File: config.mk
export PLATFORM = sky130hd
export DESIGN_NAME = command_apdu_framer_flat
export DESIGN_NICKNAME = d
export VERILOG_FILES = /design/src/rtl/capdu_pkg.sv /design/src/rtl/capdu_if.sv /design/src/rtl/capdu_front.sv /design/src/rtl/capdu_queue.sv /design/src/rtl/capdu_back.sv /design/src/rtl/command_apdu_framer.sv /design/src/flat_wrapper.sv
export SDC_FILE = /design/constraint.sdc
export NUM_CORES = 1
export LEC_CHECK = 0
export CAP_MARGIN = 20
export CORE_ASPECT_RATIO = 1.4
export CORE_MARGIN = 2
export CORE_UTILIZATION = 35
export DETAILED_ROUTE_END_ITERATION = 10
export DONT_BUFFER_PORTS = 1
export GPL_TIMING_DRIVEN = 0
export PLACE_DENSITY = 0.56
export SLEW_MARGIN = 20
export SYNTH_ARGS = -nofsm -noshare
export SYNTH_HDL_FRONTEND = slang
export SYNTH_SLANG_ARGS = --single-unit
File: constraint.sdc
create_clock -name clock -period 9.8 [get_ports clock]
set_input_delay 0.49 -clock clock [delete_from_list [all_inputs] [get_ports clock]]
set_output_delay 0.49 -clock clock [all_outputs]
set_load 0.005 [all_outputs]
File: src/rtl/capdu_pkg.sv
// ----------------------------------------------------------------------------
// capdu_pkg: shared types and helpers for the command APDU framer
// Job record passed from the front end to the byte emitter, and Le encoding.
// ----------------------------------------------------------------------------
package capdu_pkg;

   localparam logic OP_HEADER = 1'b0;
   localparam logic OP_DATA   = 1'b1;

   localparam int JOB_BYTES           = 7;
   localparam int JOB_COUNT_W         = 3;
   localparam int QUEUE_DEPTH_DEFAULT = 4;

   localparam logic [15:0] LEN_SHORT_LIMIT = 16'd256;
   localparam logic [7:0]  BYTE_ZERO       = 8'h00;

   typedef struct packed {
      logic [JOB_BYTES-1:0][7:0] bytes;
      logic [JOB_COUNT_W-1:0]    count;
      logic                      last_frame;
   } job_type;

   typedef struct packed {
      logic    valid;
      job_type job;
   } queue_slot_type;

   typedef struct packed {
      logic [2:0][7:0] bytes;
      logic [1:0]      count;
   } le_field_type;

   function automatic le_field_type encode_le(input logic [15:0] ne, input logic extended_lc);
      le_field_type f;
      f.bytes = '0;
      f.count = 2'd0;
      if (ne == 16'd0) begin
         f.count = 2'd0;
      end else if (ne < LEN_SHORT_LIMIT) begin
         f.bytes[0] = ne[7:0];
         f.count    = 2'd1;
      end else if (ne == LEN_SHORT_LIMIT) begin
         f.bytes[0] = BYTE_ZERO;
         f.count    = 2'd1;
      end else if (!extended_lc) begin
         f.bytes[0] = BYTE_ZERO;
         f.bytes[1] = ne[15:8];
         f.bytes[2] = ne[7:0];
         f.count    = 2'd3;
      end else begin
         f.bytes[0] = ne[15:8];
         f.bytes[1] = ne[7:0];
         f.count    = 2'd2;
      end
      return f;
   endfunction

endpackage

File: src/rtl/capdu_if.sv
// ----------------------------------------------------------------------------
// capdu_if: request and response channels of the command APDU framer
// Valid/ready channels carrying the input item and the output byte.
// ----------------------------------------------------------------------------
interface capdu_req_if;
   logic        valid;
   logic        ready;
   logic        operation;
   logic [7:0]  class_byte;
   logic [7:0]  instruction_byte;
   logic [7:0]  param_one;
   logic [7:0]  param_two;
   logic [15:0] body_length;
   logic [15:0] expected_length;
   logic [7:0]  data_byte;

   modport source (
      output valid, operation, class_byte, instruction_byte, param_one, param_two,
             body_length, expected_length, data_byte,
      input  ready
   );
   modport sink (
      input  valid, operation, class_byte, instruction_byte, param_one, param_two,
             body_length, expected_length, data_byte,
      output ready
   );
endinterface

interface capdu_rsp_if;
   logic       valid;
   logic       ready;
   logic [7:0] out_byte;
   logic       frame_end;

   modport source (output valid, out_byte, frame_end, input ready);
   modport sink   (input valid, out_byte, frame_end, output ready);
endinterface

File: src/rtl/capdu_front.sv
// ----------------------------------------------------------------------------
// capdu_front: item classifier
// Accepts words, tracks the open command and turns each word, but a stray data byte, into a job.
// ----------------------------------------------------------------------------
module capdu_front
   import capdu_pkg::*;
(
   input  logic           clock,
   input  logic           reset,
   capdu_req_if.sink      req_chan,
   output queue_slot_type push,
   input  logic           push_ready
);

   logic [15:0] bytes_left_ff, bytes_left_in;
   logic [15:0] saved_expected_ff, saved_expected_in;
   logic        long_used_ff, long_used_in;
   logic        open_ff, open_in;

   logic         accept;
   le_field_type le_hdr;
   le_field_type le_body;

   assign req_chan.ready = push_ready;
   assign accept         = req_chan.valid && push_ready;

   assign le_hdr  = encode_le(req_chan.expected_length, 1'b0);
   assign le_body = encode_le(saved_expected_ff, long_used_ff);

   always_comb begin
      push.valid           = 1'b0;
      push.job.bytes       = '0;
      push.job.count       = '0;
      push.job.last_frame  = 1'b0;
      bytes_left_in        = bytes_left_ff;
      saved_expected_in    = saved_expected_ff;
      long_used_in         = long_used_ff;
      open_in              = open_ff;
      unique case (req_chan.operation)
         OP_HEADER: begin
            push.valid         = accept;
            push.job.bytes[0]  = req_chan.class_byte;
            push.job.bytes[1]  = req_chan.instruction_byte;
            push.job.bytes[2]  = req_chan.param_one;
            push.job.bytes[3]  = req_chan.param_two;
            if (req_chan.body_length == 16'd0) begin
               push.job.bytes[4]   = le_hdr.bytes[0];
               push.job.bytes[5]   = le_hdr.bytes[1];
               push.job.bytes[6]   = le_hdr.bytes[2];
               push.job.count      = 3'd4 + {1'b0, le_hdr.count};
               push.job.last_frame = 1'b1;
               bytes_left_in       = 16'd0;
               saved_expected_in   = 16'd0;
               long_used_in        = 1'b0;
               open_in             = 1'b0;
            end else begin
               if (req_chan.body_length < LEN_SHORT_LIMIT) begin
                  push.job.bytes[4] = req_chan.body_length[7:0];
                  push.job.count    = 3'd5;
                  long_used_in      = 1'b0;
               end else begin
                  push.job.bytes[4] = BYTE_ZERO;
                  push.job.bytes[5] = req_chan.body_length[15:8];
                  push.job.bytes[6] = req_chan.body_length[7:0];
                  push.job.count    = 3'd7;
                  long_used_in      = 1'b1;
               end
               bytes_left_in     = req_chan.body_length;
               saved_expected_in = req_chan.expected_length;
               open_in           = 1'b1;
            end
         end
         OP_DATA: begin
            // drop stray data bytes
            if (open_ff && bytes_left_ff != 16'd0) begin
               push.valid        = accept;
               push.job.bytes[0] = req_chan.data_byte;
               push.job.count    = 3'd1;
               bytes_left_in     = bytes_left_ff - 16'd1;
               if (bytes_left_ff == 16'd1) begin
                  push.job.bytes[1]   = le_body.bytes[0];
                  push.job.bytes[2]   = le_body.bytes[1];
                  push.job.bytes[3]   = le_body.bytes[2];
                  push.job.count      = 3'd1 + {1'b0, le_body.count};
                  push.job.last_frame = 1'b1;
                  saved_expected_in   = 16'd0;
                  long_used_in        = 1'b0;
                  open_in             = 1'b0;
               end
            end
         end
         default: begin
            push.valid = 1'b0;
         end
      endcase
   end

   always_ff @(posedge clock) begin
      if (reset) begin
         bytes_left_ff     <= 16'd0;
         saved_expected_ff <= 16'd0;
         long_used_ff      <= 1'b0;
         open_ff           <= 1'b0;
      end else if (accept) begin
         bytes_left_ff     <= bytes_left_in;
         saved_expected_ff <= saved_expected_in;
         long_used_ff      <= long_used_in;
         open_ff           <= open_in;
      end
   end

endmodule

File: src/rtl/capdu_queue.sv
// ----------------------------------------------------------------------------
// capdu_queue: job queue
// Short first-in first-out store of jobs between the front end and emitter.
// ----------------------------------------------------------------------------
module capdu_queue
   import capdu_pkg::*;
#(
   parameter int QUEUE_DEPTH = QUEUE_DEPTH_DEFAULT
) (
   input  logic           clock,
   input  logic           reset,
   input  queue_slot_type push,
   output logic           push_ready,
   output queue_slot_type head,
   input  logic           pop
);

   localparam int PTR_W = (QUEUE_DEPTH > 1) ? $clog2(QUEUE_DEPTH) : 1;
   localparam int CNT_W = $clog2(QUEUE_DEPTH + 1);

   job_type            store_ff [QUEUE_DEPTH];
   logic [PTR_W-1:0]   wr_ptr_ff, wr_ptr_in;
   logic [PTR_W-1:0]   rd_ptr_ff, rd_ptr_in;
   logic [CNT_W-1:0]   count_ff, count_in;
   logic               do_push;
   logic               do_pop;

   assign push_ready = (count_ff != CNT_W'(QUEUE_DEPTH));
   assign do_push    = push.valid && push_ready;
   assign do_pop     = pop && (count_ff != '0);
   assign head.valid = (count_ff != '0);
   assign head.job   = store_ff[rd_ptr_ff];

   always_comb begin
      wr_ptr_in = wr_ptr_ff;
      rd_ptr_in = rd_ptr_ff;
      count_in  = count_ff;
      if (do_push) begin
         wr_ptr_in = (wr_ptr_ff == PTR_W'(QUEUE_DEPTH - 1)) ? '0 : wr_ptr_ff + 1'b1;
      end
      if (do_pop) begin
         rd_ptr_in = (rd_ptr_ff == PTR_W'(QUEUE_DEPTH - 1)) ? '0 : rd_ptr_ff + 1'b1;
      end
      if (do_push && !do_pop) begin
         count_in = count_ff + 1'b1;
      end else if (do_pop && !do_push) begin
         count_in = count_ff - 1'b1;
      end
   end

   always_ff @(posedge clock) begin
      if (reset) begin
         wr_ptr_ff <= '0;
         rd_ptr_ff <= '0;
         count_ff  <= '0;
      end else begin
         wr_ptr_ff <= wr_ptr_in;
         rd_ptr_ff <= rd_ptr_in;
         count_ff  <= count_in;
      end
   end

   always_ff @(posedge clock) begin
      if (do_push) begin
         store_ff[wr_ptr_ff] <= push.job;
      end
   end

endmodule

File: src/rtl/capdu_back.sv
// ----------------------------------------------------------------------------
// capdu_back: byte emitter
// Walks the head job one byte per cycle, while the output is not stalled, into the registered output byte.
// ----------------------------------------------------------------------------
module capdu_back
   import capdu_pkg::*;
(
   input  logic           clock,
   input  logic           reset,
   input  queue_slot_type head,
   output logic           pop,
   capdu_rsp_if.source    rsp_chan
);

   logic [JOB_COUNT_W-1:0] idx_ff, idx_in;
   logic                   valid_ff, valid_in;
   logic [7:0]             byte_ff, byte_in;
   logic                   end_ff, end_in;
   logic                   can_load;
   logic                   last_of_job;

   assign rsp_chan.valid     = valid_ff;
   assign rsp_chan.out_byte  = byte_ff;
   assign rsp_chan.frame_end = end_ff;

   assign can_load    = !valid_ff || rsp_chan.ready;
   assign last_of_job = (idx_ff == head.job.count - 1'b1);
   assign pop         = can_load && head.valid && last_of_job;

   always_comb begin
      idx_in   = idx_ff;
      valid_in = valid_ff;
      byte_in  = byte_ff;
      end_in   = end_ff;
      if (can_load) begin
         valid_in = head.valid;
         byte_in  = head.job.bytes[idx_ff];
         end_in   = head.job.last_frame && last_of_job;
         if (head.valid) begin
            idx_in = last_of_job ? '0 : idx_ff + 1'b1;
         end
      end
   end

   always_ff @(posedge clock) begin
      if (reset) begin
         idx_ff   <= '0;
         valid_ff <= 1'b0;
      end else begin
         idx_ff   <= idx_in;
         valid_ff <= valid_in;
      end
   end

   always_ff @(posedge clock) begin
      byte_ff <= byte_in;
      end_ff  <= end_in;
   end

endmodule

File: src/rtl/command_apdu_framer.sv
// ----------------------------------------------------------------------------
// command_apdu_framer: ISO 7816-4 command APDU byte framer
// Header words produce CLA, INS, P1, P2 and Lc, or, for an empty body, Le in
// place of Lc; body words pass through one byte each, the last followed by Le.
// Output is one byte per cycle, while not stalled, from a registered stage: a
// header gives four to seven output bytes, a body byte one, or up to four when
// Le follows it. The single output byte port sets the rate. Input words are
// taken every cycle while the job queue of QUEUE_DEPTH entries has room, so
// a stalled output does not stop intake until the queue fills; an item passes
// the queue, then the output register. Stray body bytes are taken and dropped.
// ----------------------------------------------------------------------------
module command_apdu_framer
   import capdu_pkg::*;
#(
   parameter int QUEUE_DEPTH = QUEUE_DEPTH_DEFAULT
) (
   input  logic         clock,
   input  logic         reset,
   capdu_req_if.sink    req_chan,
   capdu_rsp_if.source  rsp_chan
);

   queue_slot_type push;
   queue_slot_type head;
   logic           push_ready;
   logic           pop;

   capdu_front u_front (
      .clock      (clock),
      .reset      (reset),
      .req_chan   (req_chan),
      .push       (push),
      .push_ready (push_ready)
   );

   capdu_queue #(
      .QUEUE_DEPTH (QUEUE_DEPTH)
   ) u_queue (
      .clock      (clock),
      .reset      (reset),
      .push       (push),
      .push_ready (push_ready),
      .head       (head),
      .pop        (pop)
   );

   capdu_back u_back (
      .clock    (clock),
      .reset    (reset),
      .head     (head),
      .pop      (pop),
      .rsp_chan (rsp_chan)
   );

endmodule
File: src/flat_wrapper.sv
// flat-port wrapper written by rule: the top's interface ports become plain ports
module command_apdu_framer_flat import capdu_pkg::*;
#(
   parameter int QUEUE_DEPTH = QUEUE_DEPTH_DEFAULT
)
  (clock, reset, req_chan_valid, req_chan_operation, req_chan_class_byte, req_chan_instruction_byte, req_chan_param_one, req_chan_param_two, req_chan_body_length, req_chan_expected_length, req_chan_data_byte, req_chan_ready, rsp_chan_valid, rsp_chan_out_byte, rsp_chan_frame_end, rsp_chan_ready);
  capdu_req_if req_chan_i ();
  capdu_rsp_if rsp_chan_i ();
  input  logic clock;
  input  logic reset;
  input wire logic [$bits(req_chan_i.valid)-1:0] req_chan_valid;
  input wire logic [$bits(req_chan_i.operation)-1:0] req_chan_operation;
  input wire logic [$bits(req_chan_i.class_byte)-1:0] req_chan_class_byte;
  input wire logic [$bits(req_chan_i.instruction_byte)-1:0] req_chan_instruction_byte;
  input wire logic [$bits(req_chan_i.param_one)-1:0] req_chan_param_one;
  input wire logic [$bits(req_chan_i.param_two)-1:0] req_chan_param_two;
  input wire logic [$bits(req_chan_i.body_length)-1:0] req_chan_body_length;
  input wire logic [$bits(req_chan_i.expected_length)-1:0] req_chan_expected_length;
  input wire logic [$bits(req_chan_i.data_byte)-1:0] req_chan_data_byte;
  output wire logic [$bits(req_chan_i.ready)-1:0] req_chan_ready;
  output wire logic [$bits(rsp_chan_i.valid)-1:0] rsp_chan_valid;
  output wire logic [$bits(rsp_chan_i.out_byte)-1:0] rsp_chan_out_byte;
  output wire logic [$bits(rsp_chan_i.frame_end)-1:0] rsp_chan_frame_end;
  input wire logic [$bits(rsp_chan_i.ready)-1:0] rsp_chan_ready;
  assign req_chan_i.valid = req_chan_valid;
  assign req_chan_i.operation = req_chan_operation;
  assign req_chan_i.class_byte = req_chan_class_byte;
  assign req_chan_i.instruction_byte = req_chan_instruction_byte;
  assign req_chan_i.param_one = req_chan_param_one;
  assign req_chan_i.param_two = req_chan_param_two;
  assign req_chan_i.body_length = req_chan_body_length;
  assign req_chan_i.expected_length = req_chan_expected_length;
  assign req_chan_i.data_byte = req_chan_data_byte;
  assign req_chan_ready = req_chan_i.ready;
  assign rsp_chan_valid = rsp_chan_i.valid;
  assign rsp_chan_out_byte = rsp_chan_i.out_byte;
  assign rsp_chan_frame_end = rsp_chan_i.frame_end;
  assign rsp_chan_i.ready = rsp_chan_ready;
  command_apdu_framer #(.QUEUE_DEPTH(QUEUE_DEPTH)) u_core (.clock(clock), .reset(reset), .req_chan(req_chan_i), .rsp_chan(rsp_chan_i));
endmodule
== After elaboration in Yosys (flattened, before gate mapping) ==
Memories as Yosys holds them, arrays and structs flattened. A register that Yosys moved wholly into a read port is not among the register bits.
Index checks and enable logic that the tools add are counted.

* Register bits: 54
* Memories: 1
* Word-level logic and storage cells: 109
* Bits in writable memories: 240

* Mux-type cells: 52
* Magnitude comparators: 4
* Bitwise logic cells: 1
* Add/subtract/negate cells: 9
* Eq/ne operators: 9
* Reductions and logical operators: 22

{| class="wikitable"
|+ Memory list
! memory !! words !! bits a word !! rd ports !! clocked after memory_dff !! write ports !! line !! text
|-
| u_core.u_queue.store_ff || 4 || 60 || 1 || 1 || 1 || capdu_queue.sv:21 || <nowiki>job_type store_ff [QUEUE_DEPTH];</nowiki>
|}

{| class="wikitable"
|+ Operator list
! kind !! count
|-
| $mux 16 || 10
|-
| $mux 24 || 5
|-
| $pmux 36 s2 || 1
|-
| $pmux 16 s2 || 2
|-
| $logic_not 16->1 || 3
|-
| $lt 16x9->1 const B || 3
|-
| $mux 36 || 1
|-
| $eq 16x9->1 const B || 2
|-
| $mux 10 || 3
|-
| $bmux 8 s3 || 1
|-
| $mux 8 || 3
|-
| $mux 18 || 1
|-
| $eq 16x1->1 const B || 1
|-
| $mux 2 || 8
|-
| $reduce_bool 16->1 || 1
|-
| $sub 16x1->16 const B || 1
|-
| $mux 3 || 4
|-
| $logic_and 1x1->1 || 9
|-
| $mux 1 || 9
|-
| $add 3x1->3 const B || 2
|-
| $pmux 1 s2 || 3
|-
| $sub 3x1->3 const B || 2
|-
| $add 2x1->2 const B || 2
|-
| $eq 2x2->1 const B || 2
|-
| other kinds (14) || 18
|}

== Logic depth before layout (Yosys ltp) ==
Gate-level depths: netlist (run 1).

* Depth after elaboration: 9
* Depth in mapped cells: 16
* Gate-level depth less buffers: 13

== By module ==
A second synthesis (run 1) with hierarchy kept.

* Cell total of the unflattened synthesis: 791
* Area, all modules: 12756.0 um^2

{| class="wikitable"
|+ Modules (own cells, without submodules)
! module !! area each (um^2) !! cells each !! instances
|-
| capdu_queue || 9102.5 || 362 || 1
|-
| capdu_front || 2695.1 || 335 || 1
|-
| capdu_back || 958.4 || 94 || 1
|}

== Worst setup path before layout (run 1) ==
OpenSTA, ideal clock, no wires.

* Kind: flip-flop to flip-flop
* Start point: register u_core.u_front.bytes_left_ff[0]
* End point: memory u_core.u_queue.store_ff[3][0] (netlist bit), enable pin
* Slack: 6.269 ns
* Cell stages (with the launch flop): 10
* Data arrival time: 3.107 ns
* Cells stage by stage: dfxtp_1 -> inv_1 -> ha_1 -> or4b_1 -> clkbuf_1 -> nor2_2 -> a21o_4 -> inv_4 -> clkbuf_1 -> and2_1

* Cells in the longest elaborated chain, start to end: 7

{| class="wikitable"
|+ Ends and longest elaborated chain
! item !! line !! text
|-
| from (decl) || capdu_front.sv:15 || <nowiki>logic [15:0] bytes_left_ff, bytes_left_in;</nowiki>
|-
| from (signal assigned) || capdu_front.sv:105 || <nowiki>bytes_left_ff <= bytes_left_in;</nowiki>
|-
| $reduce_bool 16->1 || capdu_front.sv:75 || <nowiki>if (open_ff && bytes_left_ff != 16'd0) begin</nowiki>
|-
| $logic_and 1x1->1 || capdu_front.sv:75 ||
|-
| $mux 1 || capdu_front.sv:75 ||
|-
| $pmux 1 s2 || capdu_front.sv:39 || <nowiki>unique case (req_chan.operation)</nowiki>
|-
| $logic_and 1x1->1 || capdu_queue.sv:29 || <nowiki>assign do_push = push.valid && push_ready;</nowiki>
|-
| named net u_core.u_queue.do_push || capdu_queue.sv:25 || <nowiki>logic do_push;</nowiki>
|-
| $mux 1 || capdu_queue.sv:64 || <nowiki>if (do_push) begin</nowiki>
|-
| $mux 1 (not written as such) || capdu_queue.sv:65 || <nowiki>store_ff[wr_ptr_ff] <= push.job;</nowiki>
|-
| to (decl) || capdu_queue.sv:21 ||
|}

The timed path passes the listed nets, and every way through them passes these cells.

==> results of run 1 <==
## cells in the final DEF, fill, tap and decap left out, types with 3 or more instances in the layout
cell type   synthesis  final
edfxtp_1          249    249
mux4_2             60     60
nor2_1             49     49
dfxtp_1            47     47
clkbuf_1           31     37
a22o_1             36     36
a21oi_1            37     36
clkbuf_16           0     31
mux2i_1            29     29
o2bb2ai_1          24     24
nand2_1            19     19
a22oi_1            17     17
nand2b_1           16     16
nor2b_1            15     15
inv_1              14     14
buf_2              14     14
nor3_1             12     12
a221oi_1           11     11
nor4_1             11     11
ha_1               11     11
o21ai_0            10     10
o32ai_1             8      8
xnor2_1             6      6
or3_1               6      6
clkinv_2            0      5
clkinv_1            0      5
and2_1              8      4
buf_1               4      4
a2111oi_0           8      4
a2111oi_1           0      4
and2_4              0      4
clkbuf_8            0      4
buf_16              0      4
a31oi_1             3      3
o21a_1              3      3
a211oi_1            3      3
xor2_1              3      3
clkinvlp_4          0      3
## worst max path at each step
stage,endpoint,cells after the start
2_1_floorplan,u_core.u_queue.store_ff[3][0]$_DFFE_PP_,9
3_3_place_gp,u_core.u_queue.store_ff[1][6]$_DFFE_PP_,9
3_5_place_dp,u_core.u_queue.count_ff[2]$_SDFFE_PP0P_,15
4_1_cts,u_core.u_queue.count_ff[2]$_SDFFE_PP0P_,15
5_1_grt,u_core.u_queue.count_ff[2]$_SDFFE_PP0P_,16
6_report,u_core.u_queue.count_ff[2]$_SDFFE_PP0P_,15
## layer usage
metal  vias up  track usage (%)
li1       3359                -
met1      3892             23.7
met2       319             28.5
met3        44             4.22
met4         0             6.60
met5         -                0
## area by class of cell
cell class                 instances  share of cell area [%]
buffer                            51                    1.52
tap                              462                    3.98
multi-input combinational        448                    28.5
sequential                       296                    58.0
timing repair buffer               4                   0.759
clock buffer                      41                    5.88
inverter                          15                   0.405
clock inverter                    17                   0.991
## flip-flops by register name, indices dropped and copies added (netlist names), named ones only
| name | flops |
|---|---|
| u_core.u_queue.store_ff | 240 |
| u_core.u_front.bytes_left_ff | 16 |
| u_core.u_front.saved_expected_ff | 16 |
| u_core.u_back.rsp_chan.out_byte | 8 |
| u_core.u_back.idx_ff | 3 |
| u_core.u_queue.count_ff | 3 |
| u_core.u_queue.rd_ptr_ff | 2 |
| u_core.u_queue.wr_ptr_ff | 2 |
| u_core.u_back.rsp_chan.frame_end | 1 |
| u_core.u_back.rsp_chan.valid | 1 |
| u_core.u_front.long_used_ff | 1 |
| u_core.u_front.open_ff | 1 |
## synthesized netlist by cell type, types with 10 or more instances
library cell / count / share of area [%]
edfxtp_1: 249 / 58
mux4_2: 60 / 11
nor2_1: 49 / 1.4
dfxtp_1: 47 / 7.3
a21oi_1: 37 / 1.4
a22o_1: 36 / 2.5
clkbuf_1: 31 / 0.91
mux2i_1: 29 / 2.3
o2bb2ai_1: 24 / 1.6
nand2_1: 19 / 0.56
a22oi_1: 17 / 1.0
nand2b_1: 16 / 0.78
nor2b_1: 15 / 0.73
buf_2: 14 / 0.55
inv_1: 14 / 0.41
nor3_1: 12 / 0.47
a221oi_1: 11 / 0.75
ha_1: 11 / 1.1
nor4_1: 11 / 0.54
o21ai_0: 10 / 0.39
## cell families after synthesis
kind of cell / after synthesis / synth area share [%]
AO/OA/AOI/OAI: 176 / 10.5
adder cells (fa/ha/maj): 12 / 1.23
AND/OR/NAND/NOR: 162 / 6.95
flip-flops: 296 / 65.7
buffers and inverters: 66 / 2.18
multiplexers: 89 / 12.8
XOR/XNOR: 9 / 0.615
## power by group
part / switching (W) / total [W] / internal [W]
clock network: 0.000484 / 0.00115 / 0.000664
registers: 0.0000667 / 0.00158 / 0.00151
logic: 0.000494 / 0.000832 / 0.000338
## stage by stage
step	hold WS, ns	setup slack [ns]	utilization (%)	cell area, um2
after CTS	0.0409	5.26	40.4	14500
final	0.0620	5.38	40.4	14500
after floorplan	0.444	6.27	-	12800
after global placement	0.460	4.46	37.3	13400
after detailed placement	0.477	5.28	37.6	13500
after global routing	0.0403	5.02	40.4	14500
==> flow_summary.ini, run 1 <==
[status]
outcome = finished clean

[clocking]
insertion_delay_ns = 0.56
cts_root_buf = clkbuf_16
cts_inserted_buffers = 31
clockBufferDepth = 3
cts_tree = built
postCtsSetupRepairBufs = 0
cts-hold-fix-buffers = 0
cts_max_level = 1
cts_resized = 0
clkTransAtPathRegs_ns = 0.06
cts_sinks = 296

[setup_path]
startpoint_type = register
crit_path_cell_trace = buf_2 > buf_2 > buf_1 > mux4_2 > inv_1 > ha_1 > xnor2_1 > nor4b_2 > inv_1 > ha_1 > inv_1 > fa_1 > xor2_1 > or3_1 > a21oi_1
r2r.worst_path.cells = 15
cp_data_required_time_ns = 10.29
rr_endpoint = u_core.u_queue.count_ff[2]$_SDFFE_PP0P_
path_buf_inv = 6
path_common_cell = inv_1
critical_path_class = reg2reg
crit_slowest_cell = buf_1
end_kind = register
rrSetupSlack_ns = 5.38
cpLargestDelayFamily = buffers and inverters
critPathMaxStageDelay_ns = 0.62
critPathArrivalTime_ns = 4.90
worst-path-max-fanout = 10

[die]
io_pins = 88
die_h_um = 230
dieWidth_um = 166
coreArea_um2 = 35900
initial_core_util_pct = 35.7
die_area_um2 = 38200
rows = 82

[layout]
fill_cells = 3311
regArea_um2 = 8420
nets = 936
final_cells = 1334
area_delta_synth_final_pct = 13.3
diodes = 0
multi_input_area_um2 = 4130
drive_gt1_share_pct = 16.7

[sta]
max_freq_ghz = 0.226
finalHoldViolations = 0
timing.setup.tns_ns = 0
tightest_slew_ns = 1.05
period_share_pct = 45.1
finalSetupViolCount = 0
rsz0062_at_grt = no
period_needed_ns = 4.42
clock_skew_ns = 0.0183
slew_headroom_pct = 30.1
drv_slew = 0

[worst_hold_path]
min_path_type = in2reg
whs_endpoint = u_core.u_front.saved_expected_ff[12]$_SDFFE_PP0P_
holdCritStartpoint = req_chan_expected_length[12]
worstHoldPathCells = 1

[route]
wirelength_mm = 34.3
vias = 7614
drtIter0Drc = 664
wl_met1_mm = 14.3
met3_length_mm = 2.72
wl_met2_mm = 16.2
drt_pass1_iterations = 5
drc = 0
vias_per_cell = 5.71
highest_layer = met4
detail-route-antenna-nets = 0
wl_per_cell_um = 25.7

[power_and_ir_drop]
power_w = 0.00356
pwr_density_cell_nw_per_um2 = 245
leakagePower_nw = 4.60
vdd_drop_max_mv = 0.132

[synth]
syn_area_per_cell_um2 = 15.8
ys_seq_elements = 296
synth_edf_count = 249
yosys_warnings = 0
ys.flop_type = edfxtp_1
synth.distinct_cells = 65
netlist_instances = 810
syn_area_um2 = 12800
seq_area_frac_synth_pct = 65.7
async_flop_share_pct = 0
syn_nets = 899

[global_route]
grt_max_degree = 42
grt_util_all_layers_pct = 17.8
antenna_found_initial = 0
grt_pass1_wl_mm = 51.3
grt_pass1_vias = 7742
grt-ovfl-total = 0

[placement]
dp_hpwl_mm = 24.1
gp_congestion = 0.891
place_inst = 1276
port_buffers = 0

[run]
cap_violations = 0
Power figures use the tool's default switching activity.
==> inputs of run 2 (changes only) <==
--- a/config.mk
+++ b/config.mk
@@ -5,6 +5,7 @@
 export SDC_FILE = /design/constraint.sdc
 export NUM_CORES = 1
 export LEC_CHECK = 0
+export ABC_AREA = 1
 export CAP_MARGIN = 20
 export CORE_ASPECT_RATIO = 1.4
 export CORE_MARGIN = 2
==> constraint.sdc (replaced) <==
create_clock -name clock -period 4.2 [get_ports clock]
set_input_delay 0.21 -clock clock [delete_from_list [all_inputs] [get_ports clock]]
set_output_delay 0.21 -clock clock [all_outputs]
set_load 0.005 [all_outputs]
==> run 2 against run 1 <==
Clock-buffer cell count fell by 4. Cell count rose by 50%. Largest cell class unchanged. Via count rose by 37%. Combinational power rose to 3.8 times the previous value. Fmax rose by 16%. Core utilization rose by 0.93 points. Wire length rose by 28%. Sequential power rose by 130%. First-iteration DRC count rose by 25%. Critical path type unchanged.
==> flow_summary.ini, run 2 <==
[status]
outcome = finished clean

[clocking]
cts_inserted_buffers = 29
clockBufferDepth = 3
cts_sinks = 296
cts_max_level = 1
insertion_delay_ns = 0.57
cts_tree = built
cts_resized = 0
cts_root_buf = clkbuf_16
clkTransAtPathRegs_ns = 0.07

[synth]
async_flop_share_pct = 0
synth_commonest_cells = 249 x edfxtp_1, 242 x nand2_1, 233 x nor2_1, 164 x o21ai_0, 79 x inv_1
syn_area_um2 = 13600
yosysMostFrequentCell = edfxtp_1
synth_edf_count = 249
synth_top_area_cell = edfxtp_1
seq_area_frac_synth_pct = 62.0
synth_area_leaders = edfxtp_1 55%, dfxtp_1 6.9%, nand2_1 6.7%
ys_seq_elements = 296
syn_nets = 1464
netlist_instances = 1375
synth.distinct_cells = 43
yosys_warnings = 0
ys.flop_type = edfxtp_1
synth_top_area_share_pct = 55.0
syn_area_per_cell_um2 = 9.88

[power_and_ir_drop]
p_int_w = 0.00594
p_comb_share_pct = 33.2
swShare_pct = 37.2
clock_power_share_pct = 27.9
sequentialPowerShare_pct = 38.8
leakagePower_nw = 5.74
vdd_drop_max_mv = 0.352
power_w = 0.00946
pwr_density_cell_nw_per_um2 = 596
switchingPower_w = 0.00352

[sta]
period_needed_ns = 3.80
finalHoldViolations = 0
rsz0062_at_grt = no
drv_slew = 0
finalSetupViolCount = 0
max_freq_ghz = 0.263
slew_headroom_pct = 33.3
clock_skew_ns = 0.0150
period_share_pct = 90.5
layout_setup_ws_ns = 0.399
tightest_slew_ns = 0.990

[setup_path]
crit_slowest_cell = clkbuf_1
crit_path_cell_trace = inv_1 > buf_2 > clkbuf_1 > nand2_1 > a32o_1 > ha_1 > xnor2_1 > inv_1 > nand3_1 > nand2_1 > nand3_2 > ha_1 > inv_1 > fa_1 > a21oi_1 > o21ai_0 > o21ai_0 > a21oi_1
r2r.worst_path.cells = 18
path_common_cell = inv_1
critPathMaxStageDelay_ns = 0.46
cpLargestDelayFamily = buffers and inverters
startpoint_type = register
end_kind = register
cp_data_required_time_ns = 4.65
path_buf_inv = 5
rrSetupSlack_ns = 0.40
critPathArrivalTime_ns = 4.25
worst-path-max-fanout = 10
critical_path_class = reg2reg
rr_endpoint = u_core.u_queue.count_ff[2]$_SDFFE_PP0P_

[route]
wl_per_cell_um = 21.9
drt_pass1_iterations = 5
vias = 10400
wirelength_mm = 43.9
drtIter0Drc = 830
drc = 0
vias_per_cell = 5.21
detail-route-antenna-nets = 0

[placement]
place_inst = 1908
dp_hpwl_mm = 32.3
place_area_um2 = 14500
port_buffers = 0
gp_congestion = 0.928
place_ws_ns = 0.406

[die]
io_pins = 88
die_h_um = 237
initial_core_util_pct = 35.4
die_area_um2 = 40400
rows = 85
dieWidth_um = 171
coreArea_um2 = 38400

[layout]
top_register = u_core.u_queue.store_ff
final_cell_mix = 249 x edfxtp_1, 242 x nand2_1, 229 x nor2_1, 164 x o21ai_0, 79 x inv_1
final_common_cell = edfxtp_1
fin_util_pct = 41.4
drive_gt1_share_pct = 8.58
nets = 1547
area_delta_synth_final_pct = 16.8
largest_register_ffs = 240
top_regs = u_core.u_queue.store_ff x240, u_core.u_front.bytes_left_ff x16, u_core.u_front.saved_expected_ff x16
final_cells = 2003
diodes = 0
final_area_um2 = 15900

[global_route]
grt_pass1_vias = 10200
grt_util_all_layers_pct = 21.6
grt-ovfl-total = 0
grt_max_degree = 23
grt_pass1_wl_mm = 64.0
antenna_found_initial = 0

[run]
cap_violations = 0

[worst_hold_path]
min_path_type = in2reg
whs_endpoint = u_core.u_queue.store_ff[1][17]$_DFFE_PP_
worstHoldPathCells = 2
holdCritStartpoint = req_chan_instruction_byte[5]
==> run 2: worst max path at each step <==
stage	slack, ns	end	cells after the start	from
floorplan	-0.08	u_core.u_queue.store_ff[0][0]$_DFFE_PP_	10	u_core.u_front.bytes_left_ff[0]$_SDFFE_PP0P_
global placement	-2.64	u_core.u_queue.store_ff[0][23]$_DFFE_PP_	10	u_core.u_front.bytes_left_ff[0]$_SDFFE_PP0P_
detailed placement	0.41	u_core.u_queue.count_ff[2]$_SDFFE_PP0P_	18	register
CTS	0.41	u_core.u_queue.count_ff[2]$_SDFFE_PP0P_	18	register
global route	0.1	u_core.u_queue.count_ff[2]$_SDFFE_PP0P_	18	register
finish	0.40	u_core.u_queue.count_ff[2]$_SDFFE_PP0P_	18	register
==> run 2: metal layers <==
metal	share of wire (%)	up-vias	wire, um	GRT usage, %
met4	5.0	0	2200	11.0
met1	39	5033	17300	26.0
met3	5.3	90	2320	2.51
met5	0	-	0	0
met2	50	376	22100	37.9
li1	-	4945	-	-
==> run 2: kinds of logic (layout without fill, tap and decap cells) <==
kind of cell    after synthesis  after routing  synth area share, %
simple gates                622            622                 19.7
flops                       296            296                 62.0
compound gates              276            276                 11.5
buf+inv                     154            260                 4.65
fa+ha+maj                    12             12                 1.16
mux                           8              8                0.589
xor+xnor                      7              7                0.451
==> run 2: through the flow <==
| stage | setup TNS, ns | hold slack, ns |
|---|---|---|
| 2_1_floorplan | -18.22 | 0.279 |
| 3_3_place_gp | -614.33 | 0.281 |
| 6_report | 0 | 0.0116 |
| 4_1_cts | 0 | 0.000926 |
| 3_5_place_dp | 0 | 0.283 |
| 5_1_grt | 0 | 0.0365 |
==> run 2: cell type report <==
| class | instances | area, um2 |
|---|---|---|
| Clock inverter | 17 | 196 |
| Inverter | 82 | 308 |
| Fill cell | 3721 | 22500 |
| Timing Repair Buffer | 52 | 653 |
| Buffer | 72 | 324 |
| Tap cell | 522 | 653 |
| Multi-Input combinational cell | 925 | 4570 |
| Clock buffer | 37 | 756 |
| Sequential cell | 296 | 8420 |
==> run 2: power by group through the flow <==
stage | clock network [W] | registers, W | logic (W)
after CTS | 0.00268 | 0.00367 | 0.00316
after floorplan | 0 | 0.00369 | 0.00196
final | 0.00264 | 0.00367 | 0.00314
after global routing | 0.00279 | 0.00370 | 0.00346
after detailed placement | 0 | 0.00373 | 0.00312
after global placement | 0 | 0.00376 | 0.00304
==> run 2: repair_timing <==
action                    4_1_cts  5_1_grt
buffers inserted                0        0
hold buffers                   40        1
hold endpoints to repair       91        4
==> inputs of run 3 (changes only) <==
--- a/config.mk
+++ b/config.mk
@@ -10,11 +10,13 @@
 export CORE_ASPECT_RATIO = 1.4
 export CORE_MARGIN = 2
 export CORE_UTILIZATION = 35
+export CTS_CLUSTER_SIZE = 40
 export DETAILED_ROUTE_END_ITERATION = 10
 export DONT_BUFFER_PORTS = 1
 export GPL_TIMING_DRIVEN = 0
-export PLACE_DENSITY = 0.56
+export PLACE_DENSITY = 0.58
 export SLEW_MARGIN = 20
 export SYNTH_ARGS = -nofsm -noshare
 export SYNTH_HDL_FRONTEND = slang
+export SYNTH_HIERARCHICAL = 1
 export SYNTH_SLANG_ARGS = --single-unit
==> constraint.sdc (replaced) <==
create_clock -name clock -period 3.08 [get_ports clock]
set_input_delay 0.154 -clock clock [delete_from_list [all_inputs] [get_ports clock]]
set_output_delay 0.154 -clock clock [all_outputs]
set_load 0.005 [all_outputs]
==> run 3 against run 2 <==
Core utilization grew 1.3 points. Wire length is 3.0% lower. Sequential cell count stayed put. Register-to-register slack got worse by 0.19 ns. Synthesized cell count down 2.4%. Setup slack worse by 0.19 ns. First-iteration DRC count rose by 14%. Worst hold slack got worse by 0.0019 ns. Cell area increased by 5.5%. Critical path type unchanged. Largest cell class unchanged.
==> flow_summary.ini, run 3 <==
[sta]
timing.setup.tns_ns = 0
max_freq_ghz = 0.349
clock_skew_ns = 0.0144
finalHoldViolations = 0
drv_slew = 0
finalSetupViolCount = 0
rsz0062_at_grt = no
slew_headroom_pct = 32.3
period_share_pct = 93.1
period_needed_ns = 2.87
tightest_slew_ns = 1.02

[route]
wirelength_mm = 42.5
wl_per_cell_um = 21.0
drt_pass1_iterations = 5
detail-route-antenna-nets = 0
vias_per_cell = 5.25
drc = 0
vias = 10600
drtIter0Drc = 946

[layout]
final_cell_mix = 249 x edfxtp_1, 214 x nand2_1, 194 x nor2_1, 141 x o21ai_0, 68 x dlygate4sd3_1
fill_cells = 3720
drive_gt1_share_pct = 14.9
largest_register_ffs = 240
nets = 1558
top_register = u_core/u_queue/store_ff
area_delta_synth_final_pct = 20.8
final_common_cell = edfxtp_1
top_regs = u_core/u_queue/store_ff x240, u_core/u_front/bytes_left_ff x16, u_core/u_front/saved_expected_ff x16

[synth]
netlist_instances = 1342
syn_area_um2 = 13900
yosys_warnings = 6
synth_area_leaders = edfxtp_1 54%, dfxtp_1 6.8%, nand2_1 5.8%
synth.distinct_cells = 47
seq_area_frac_synth_pct = 60.7
synth_commonest_cells = 249 x edfxtp_1, 216 x nand2_1, 198 x nor2_1, 144 x o21ai_0, 71 x inv_1
async_flop_share_pct = 0
synth_edf_count = 249
yosysMostFrequentCell = edfxtp_1
ys_seq_elements = 296
syn_nets = 1432
synth_top_area_share_pct = 53.9
synth_top_area_cell = edfxtp_1
syn_area_per_cell_um2 = 10.3
ys.flop_type = edfxtp_1

[power_and_ir_drop]
vdd_drop_max_mv = 0.400
leakagePower_nw = 6.14
power_w = 0.0127
pwr_density_cell_nw_per_um2 = 760

[clocking]
cts_root_buf = clkbuf_16
clockBufferDepth = 3
cts_sinks = 296
cts_inserted_buffers = 30
insertion_delay_ns = 0.57
cts_max_level = 1
clkTransAtPathRegs_ns = 0.06
cts_tree = built

[die]
io_pins = 88
coreArea_um2 = 39300
initial_core_util_pct = 35.3
die_h_um = 240
rows = 86
dieWidth_um = 172
die_area_um2 = 41300

[run]
cap_violations = 0

[setup_path]
worst-path-max-fanout = 7
cp_data_required_time_ns = 3.53
critPathArrivalTime_ns = 3.32
end_kind = register
startpoint_type = register
critical_path_class = reg2reg

[global_route]
grt-ovfl-total = 0
grt_pass1_wl_mm = 62.4
grt_util_all_layers_pct = 20.4
antenna_found_initial = 0
grt_pass1_vias = 10400
grt_max_degree = 23

[worst_hold_path]
min_path_type = in2reg

[placement]
dp_hpwl_mm = 30.2
gp_congestion = 0.967
port_buffers = 0

[status]
outcome = finished clean
run 3: what timing repair did:
| action | 4_1_cts | 5_1_grt |
|---|---|---|
| pin swaps | 2 | 5 |
| endpoints found under the setup margin | 150 | 43 |
| hold endpoints to repair | 229 | 0 |
| cloned | 0 | 1 |
| setup buffers | 7 | 8 |
| resized for setup | 20 | 18 |
| hold buffers | 68 | 0 |
run 3: where the power goes:
part	total, W	internal [W]	switching (W)
clock network	0.00377	0.00225	0.00152
logic	0.00385	0.00133	0.00252
registers	0.00511	0.00487	0.000240
run 3: metal layers:
| metal | up-vias | share of wire (%) | GRT usage (%) |
|---|---|---|---|
| met1 | 5134 | 39 | 25.0 |
| li1 | 4985 | - | - |
| met3 | 67 | 6.9 | 2.94 |
| met4 | 0 | 2.6 | 6.49 |
| met5 | - | 0 | 0 |
| met2 | 418 | 52 | 36.8 |
run 3: layout make-up:
cell class / instances / area, um2 / area share [%]
multi-input cells: 897 / 4740 / 28.3
repair buffers: 96 / 1090 / 6.50
diodes: 1 / 2.50 / 0.0149
flip-flops and latches: 296 / 8430 / 50.3
plain buffers: 70 / 507 / 3.02
inverters: 77 / 318 / 1.90
well taps: 528 / 661 / 3.94
clock buffers: 37 / 798 / 4.76
clock inverters: 19 / 220 / 1.31
run 3: logic make-up after synthesis:
group | count (synthesis) | share of synthesized area, %
and+or+nand+nor | 532 | 17.0
AOI/OAI and AO/OA | 339 | 14.5
DFF | 296 | 60.7
buffers and inverters | 149 | 5.66
adders and majority gates | 13 | 1.23
muxes | 7 | 0.505
xor gates and xnor gates | 6 | 0.379
run 3: path summary, 6_finish.rpt:
kind / start / to / slack, ns / cells past startpoint
worst max-delay path: register / u_core/u_queue/count_ff[1]$_SDFFE_PP0P_ / 0.21 / 19
worst min-delay path: req_chan_data_byte[6] / u_core/u_queue/store_ff[1][10]$_DFFE_PP_ / 0.01 / 2
worst max register to register: register / u_core/u_queue/count_ff[1]$_SDFFE_PP0P_ / 0.21 / 19
worst min register to register: u_core/u_front/saved_expected_ff[8]$_SDFFE_PP0P_ / u_core/u_front/saved_expected_ff[8]$_SDFFE_PP0P_ / 0.50 / 2
run 3: metrics by stage:
stage          cells  hold WS (ns)  instance area, um2  setup WS (ns)  utilization [%]
6_report        2021       0.00963               16800          0.213             42.7
3_3_place_gp    1870         0.228               14500          -2.35             37.0
5_1_grt         2020       0.00988               16800         0.0499             42.7
4_1_cts         2011       0.00501               16600       -0.00430             42.3
2_1_floorplan   1342         0.223               13900         -0.427                -
3_5_place_dp    1882         0.229               14800         -0.772             37.8
run 3: critical path, cell delays in order (launching register included):
cell	delay (ns)
dfxtp_4	0.38
buf_12	0.15
inv_8	0.08
buf_8	0.12
o21ai_1	0.08
o22ai_2	0.18
inv_2	0.08
ha_4	0.26
inv_1	0.03
nand2_1	0.05
nand2_1	0.05
nor2_2	0.13
nand3_2	0.14
inv_4	0.12
nand2_4	0.07
ha_4	0.17
inv_2	0.06
fa_1	0.41
o21ai_1	0.14
nor2_1	0.05
